File: src/bpl_pkg.sv
`timescale 1ns / 1ps
// ----------------------------------------------------------------------------
// bpl_pkg
// Shared types and constants of the BSP point leaf locator.
// ----------------------------------------------------------------------------
package bpl_pkg;

  // default table sizes
  localparam int DEF_NODE_COUNT  = 1024;
  localparam int DEF_PLANE_COUNT = 1024;
  localparam int DEF_LEAF_COUNT  = 1024;

  // field widths
  localparam int IDX_W    = 10;
  localparam int CHILD_W  = 11;
  localparam int NORM_W   = 16;
  localparam int COORD_W  = 32;
  localparam int DIV_W    = 5;
  localparam int IDX_SPAN = 1 << IDX_W;

  localparam int IN_DATA_W  = 224;
  localparam int IN_USER_W  = 2;
  localparam int OUT_DATA_W = 16;
  localparam int OUT_USER_W = 1;

  localparam logic [DIV_W-1:0] DIVISOR_RESET = 5'd10;

  // command queue between front and back
  localparam int QDEPTH = 2;

  // stored entry widths
  localparam int NODE_W   = IDX_W + 2 * CHILD_W;
  localparam int NORMAL_W = 3 * NORM_W;

  typedef enum logic [1:0] {
    ACT_NODE   = 2'd0,
    ACT_PLANE  = 2'd1,
    ACT_LOCATE = 2'd2
  } action_t;

  typedef enum logic [1:0] {
    CMD_NODE,
    CMD_PLANE,
    CMD_LOCATE
  } cmd_kind_t;

  typedef struct packed {
    cmd_kind_t                  kind;
    logic [IDX_W-1:0]           index;
    logic [IDX_W-1:0]           plane;
    logic signed [CHILD_W-1:0]  front;
    logic signed [CHILD_W-1:0]  back;
    logic signed [NORM_W-1:0]   nx;
    logic signed [NORM_W-1:0]   ny;
    logic signed [NORM_W-1:0]   nz;
    logic signed [COORD_W-1:0]  offset;
    logic signed [COORD_W-1:0]  px;
    logic signed [COORD_W-1:0]  py;
    logic signed [COORD_W-1:0]  pz;
  } cmd_t;

  // entries an index field can reach
  function automatic int table_depth(input int count);
    return (count < IDX_SPAN) ? count : IDX_SPAN;
  endfunction

endpackage

File: src/bpl_front.sv
`timescale 1ns / 1ps
// ----------------------------------------------------------------------------
// bpl_front
// Accepts input transactions, drops those that do nothing and queues
// table writes and locate requests for the walker.
// ----------------------------------------------------------------------------
module bpl_front #(
  parameter int NODE_COUNT  = 1024,
  parameter int PLANE_COUNT = 1024
) (
  input  logic                             clk,
  input  logic                             rst_n,
  input  logic                             in_tvalid,
  output logic                             in_tready,
  input  logic [bpl_pkg::IN_DATA_W-1:0]    in_tdata,
  input  logic [bpl_pkg::IN_USER_W-1:0]    in_tuser,
  output logic                             head_valid,
  output bpl_pkg::cmd_t                    head,
  input  logic                             head_pop
);
  import bpl_pkg::*;

  localparam int QAW = $clog2(QDEPTH);
  localparam int QCW = $clog2(QDEPTH + 1);

  cmd_t             q_r [QDEPTH];
  logic [QAW-1:0]   wr_ptr_r, wr_ptr_nxt;
  logic [QAW-1:0]   rd_ptr_r, rd_ptr_nxt;
  logic [QCW-1:0]   count_r,  count_nxt;

  cmd_t cmd;
  logic keep;
  logic push;
  logic pop;

  // unpack and classify
  always_comb begin
    cmd.index  = in_tdata[9:0];
    cmd.plane  = in_tdata[19:10];
    cmd.front  = $signed(in_tdata[30:20]);
    cmd.back   = $signed(in_tdata[41:31]);
    cmd.nx     = $signed(in_tdata[57:42]);
    cmd.ny     = $signed(in_tdata[73:58]);
    cmd.nz     = $signed(in_tdata[89:74]);
    cmd.offset = $signed(in_tdata[121:90]);
    cmd.px     = $signed(in_tdata[153:122]);
    cmd.py     = $signed(in_tdata[185:154]);
    cmd.pz     = $signed(in_tdata[217:186]);
    cmd.kind   = CMD_LOCATE;
    keep       = 1'b0;
    unique case (action_t'(in_tuser))
      ACT_NODE: begin
        cmd.kind = CMD_NODE;
        keep     = 32'(cmd.index) < NODE_COUNT;
      end
      ACT_PLANE: begin
        cmd.kind = CMD_PLANE;
        keep     = 32'(cmd.index) < PLANE_COUNT;
      end
      ACT_LOCATE: begin
        cmd.kind = CMD_LOCATE;
        keep     = 1'b1;
      end
      default: begin
        // unused action code: swallowed
        keep = 1'b0;
      end
    endcase
  end

  assign in_tready  = count_r != QCW'(QDEPTH);
  assign push       = in_tvalid && in_tready && keep;
  assign head_valid = count_r != '0;
  assign pop        = head_pop && head_valid;
  assign head       = q_r[rd_ptr_r];

  always_comb begin
    wr_ptr_nxt = push ? wr_ptr_r + 1'b1 : wr_ptr_r;
    rd_ptr_nxt = pop ? rd_ptr_r + 1'b1 : rd_ptr_r;
    count_nxt  = count_r + QCW'(push) - QCW'(pop);
  end

  always_ff @(posedge clk) begin
    if (!rst_n) begin
      wr_ptr_r <= '0;
      rd_ptr_r <= '0;
      count_r  <= '0;
    end else begin
      wr_ptr_r <= wr_ptr_nxt;
      rd_ptr_r <= rd_ptr_nxt;
      count_r  <= count_nxt;
    end
  end

  always_ff @(posedge clk) begin
    if (push) begin
      q_r[wr_ptr_r] <= cmd;
    end
  end

  a_count_bound: assert property (@(posedge clk) disable iff (!rst_n)
    count_r <= QCW'(QDEPTH))
    else $error("command queue overfilled");

  a_pop_nonempty: assert property (@(posedge clk) disable iff (!rst_n)
    head_pop |-> head_valid)
    else $error("pop from empty command queue");

  a_full_stalls: assert property (@(posedge clk) disable iff (!rst_n)
    (count_r == QCW'(QDEPTH) && !head_pop) |=> !in_tready)
    else $error("full queue took a transaction");

endmodule

File: config.mk
export PLATFORM = sky130hd
export DESIGN_NAME = bpl_front
export DESIGN_NICKNAME = d
export VERILOG_FILES = /design/src/bpl_pkg.sv /design/src/bpl_front.sv
export SDC_FILE = /design/constraint.sdc
export NUM_CORES = 1
export LEC_CHECK = 0
export BUFFER_PORTS_ARGS = -buffer_cell sky130_fd_sc_hd__buf_2
export CAP_MARGIN = 10
export CORE_UTILIZATION = 45
export CTS_CLUSTER_DIAMETER = 80
export DETAILED_ROUTE_END_ITERATION = 8
export PLACE_DENSITY = 0.7
export REMOVE_ABC_BUFFERS = 1
export SYNTH_ARGS = -nofsm -noshare
export SYNTH_HDL_FRONTEND = slang
export SYNTH_SLANG_ARGS = --single-unit
File: constraint.sdc
create_clock -name clk -period 22.2 [get_ports clk]
set_input_delay 3.33 -clock clk [delete_from_list [all_inputs] [get_ports clk]]
set_output_delay 3.33 -clock clk [all_outputs]
set_load 0.03 [all_outputs]
Yosys cells after proc, flatten, opt, wreduce, memory -nomap -nowiden:

Memories as Yosys holds them, arrays and structs flattened. A register that Yosys moved wholly into a read port is not among the register bits.
Cells that the tools add are included.

* register bits after elaboration: 4
* RAM bits: 440
* input bits: 230
* output and inout port bits: 222
* logic and storage cells: 23
* memories kept: 1

* add/subtract/negate cells: 4
* equality and inequality tests: 3
* mux-type cells: 6
* reductions and logical operators: 6

Memories
* q_r: words 2, width 220, read ports 1, clocked after memory_dff 1, wr ports 1, line bpl_front.sv:26 `cmd_t q_r [QDEPTH];`

Operators with widths (count)
* $mux 1: 5
* $pmux 2 s2: 1
* $logic_and 1x1->1: 3
* $reduce_or 3->1: 1
* $add 1x1->1 const B: 2
* $add 2x1->2: 1
* $eq 2x1->1 const B: 1
* $eq 2x2->1 const B: 1
* $logic_not 2->1: 1
* $ne 2x2->1 const B: 1
* $reduce_bool 2->1: 1
* $sub 2x1->2: 1

Longest topological paths before layout:

* depth after elaboration: 6
* depth in mapped cells: 7
* depth with buffers taken out: 7

Worst setup path after synthesis:

No wires, ideal clock.

* path type: input port to flip-flop
* start point: in in_tvalid
* end point: mem q_r[0][0] in the netlist's numbering (enable)
* setup time: 0.805 ns
* arrival: 12.777 ns
* data required time: 21.395 ns
* path slack: 8.618 ns
* stages: 3
* buffers on the path: 0
* cell sequence: a21boi_2 > nand2_1 > nor2_1

* word-level cells in the longest chain between the ends: 4

Ends and longest elaborated chain
* from (decl): line bpl_front.sv:13 `input logic in_tvalid,`
* $logic_and 1x1->1 (2 in series): line bpl_front.sv:72 `assign push = in_tvalid && in_tready && keep;`
* $mux 1: line bpl_front.sv:96 `if (push) begin`
* $mux 1 (implied by the code): line bpl_front.sv:97 `q_r[wr_ptr_r] <= cmd;`
* to (decl): line bpl_front.sv:26

Every way passes these cells.

==> run metrics <==
status=complete, no violations; boundary pin count=between 400 and 500; die height=192 um; Top Metal Used=met5; critical path endpoint category=primary output; synth top area cells=edfxtp_1, mux2_2, buf_6; worst-path maximum fanout=78; CP endpoint=head[22]; DR vias/cell=about 4.9; Total Power=approximately 2300 uW; Worst R2R Path Depth=5; biggest area consumer among synthesized cells=edfxtp_1; CTS H-Tree Depth=2; Fill cells=around 2800; setup TNS=0 ns; area share of the largest cell type after synthesis=81.5%; DRC violations left=0; Max Clock Skew=0.00902 ns; CTS tree=done; hpwl dp=21100 um; Via Count=8267; CTS Buf Count=45; pwr dens=~110 nW/um^2; clk_lat worst skew=about 0.55 ns; RSZ-0062 raised after global routing=no; met3 WL=2760 um; Initial Util=roughly 46%; detailed route wirelength on metal2=16800 um; synthesized instance count=between 700 and 800; Worst R2R Setup Slack=roughly 19 ns; number of global-route vias before repair=8540; Clk pin slew, worst setup/hold paths=roughly 0.060 ns; drt total wl=between 30000 and 40000 um; Setup WS pre-CTS=around 15 ns; sequential share of the synthesized area=between 80% and 90%; Synth Cell Area=16200 um^2; design area=20300 um^2; Worst R2R End=q_r[0][60]$_DFFE_PP_; Max Buffers Root-to-Sink=3; Worst Path Required=18.87 ns; Sink Count=445; core area=around 35000 um^2; syn avg cell area=22.6 um^2; worst IR drop on VDD=0.000114 V; max_cap viols=0; Post-CTS Setup Bufs=0; Max Clk Rate=between 0.15 and 0.2 GHz; Distinct cells, synth=24; DP Area=roughly 19000 um^2; largest net degree at the start of global routing=approximately 80; Overflow after GRT=0; final setup margin=roughly 16 ns; Final Util=~57%; minimum clock period=roughly 6.6 ns; static leakage=around 0.0075 uW; Syn. warnings=0; final hold vios=0; Root Buffer=clkbuf_16; Critical Path AT=3.27 ns; drt initial violations=approximately 320; Hold Crit Class=reg2reg; final setup vio count=0; Seq cells post-synth=445; cts repair resizes=0; WL/cell=roughly 19 um; Horiz. Die Dim=about 190 um; Routed Antenna Nets=0; Final Max Slew Viols=0; DR pass1 iterations=6; cts hold-fix bufs=0; final RePlAce weighted congestion=0.751; Layout area overhead=24.9%; # rows=approximately 70; Worst-Margin Slew=1.14 ns; first-pass GRT wire length=approximately 47000 um; Slew Limit Headroom=between 20% and 30%; GRT Total Usage=approximately 17%; die area=~37000 um^2; fin nets=1423; Metal-1 WL=roughly 12000 um; initial antenna violation count=8; startpoint types=flip-flop; FF-to-FF Start=count_r[0]$_SDFF_PN0_; CP Class=reg2out; share of cells above drive strength 1=approximately three fifths; period utilization=between 20 and 30%; port bufs=approximately 450
-- cells in the final DEF, fill, tap and decap left out --
master / instances
and2_1: 4
mux2_2: 220
clkbuf_16: 47
clkinv_4: 2
a21boi_2: 1
nor2_4: 1
and3_4: 1
clkinvlp_4: 1
a21oi_1: 2
buf_2: 445
clkinv_1: 13
nor3_2: 1
dfxtp_4: 1
clkinv_2: 4
nand2_1: 4
mux2i_1: 1
bufinv_16: 3
ha_1: 1
nand3_1: 1
o21ai_0: 1
nor2b_1: 1
nand2b_1: 2
or2_1: 1
a211oi_1: 1
diode_2: 6
xnor2_1: 2
nor2_1: 1
clkbuf_1: 8
buf_4: 8
and2b_1: 1
dfxtp_1: 4
edfxtp_1: 440
inv_6: 1
-- metrics by stage --
step / hold WS (ns) / instances
finish: 0.588 / 1691
global route: 0.629 / 1690
CTS: 0.579 / 1685
detailed placement: 0.574 / 1606
global placement: 0.563 / 1606
floorplan: 0.552 / 692
-- cell usage after synthesis --
library cell and number:
or2_1 1, a211oi_1 1, nand3_1 1, and3_1 1, dfxtp_1 5, xnor2_1 2, buf_6 20, buf_4 2
buf_2 2, and2b_1 1, nor2b_1 1, a21oi_1 2, a21boi_2 1, mux2_2 220, nand2_1 4, nor3_2 1
o21ai_0 1, and2_1 4, clkbuf_1 1, nor2_1 2, edfxtp_1 440, nand2b_1 2, mux2i_1 1, ha_1 1
-- layout make-up --
cell class              count  area (um^2)  area share (%)
flip-flops and latches    445        13300            65.7
multi-input cells         247         2670            13.2
repair buffers            453         2290            11.3
clock buffers              55         1210            5.95
well taps                 461          577            2.85
clock inverters            24          193           0.951
diodes                      6         15.0          0.0741
-- logic make-up after synthesis --
| group | synth area share, % |
|---|---|
| and+or+nand+nor | 0.625 |
| AOI/OAI and AO/OA | 0.208 |
| xor gates and xnor gates | 0.108 |
| buffers and inverters | 1.57 |
| muxes | 15.3 |
| DFF | 82.1 |
| adders and majority gates | 0.0771 |
-- critical path: stages (launching register included) --
cell	delay (ns)
dfxtp_4	1.04
buf_4	0.88
mux2_2	0.45
buf_2	0.19
-- worst min path at each step --
stage / from / to / slack (ns) / depth (start not counted)
3_3_place_gp: rd_ptr_r$_SDFFE_PN0P_ / flip-flop / 0.56 / 2
5_1_grt: rd_ptr_r$_SDFFE_PN0P_ / flip-flop / 0.63 / 2
3_5_place_dp: rd_ptr_r$_SDFFE_PN0P_ / flip-flop / 0.57 / 2
2_1_floorplan: rd_ptr_r$_SDFFE_PN0P_ / flip-flop / 0.55 / 2
4_1_cts: rd_ptr_r$_SDFFE_PN0P_ / flip-flop / 0.58 / 2
6_report: rd_ptr_r$_SDFFE_PN0P_ / flip-flop / 0.59 / 2
-- registers in the layout, indices dropped and copies added (netlist names), named ones only --
signal,count
q_r,440
rd_ptr_r,1
count_r,2
wr_ptr_r,1
-- per-layer routing --
layer / track usage (%) / vias up
met1: 18.7 / 4072
met4: 7.48 / 4
met3: 5.70 / 64
met2: 29.4 / 306
met5: 0 / -
li1: - / 3821
-- where the power goes --
group	total (uW)	internal (uW)	leakage (uW)	switching, uW
combinational	524	182	0.00266	343
sequential	1040	1010	0.00412	30.8
clock	716	419	0.000680	297
Note: power is estimated with default switching activity, not from simulation.
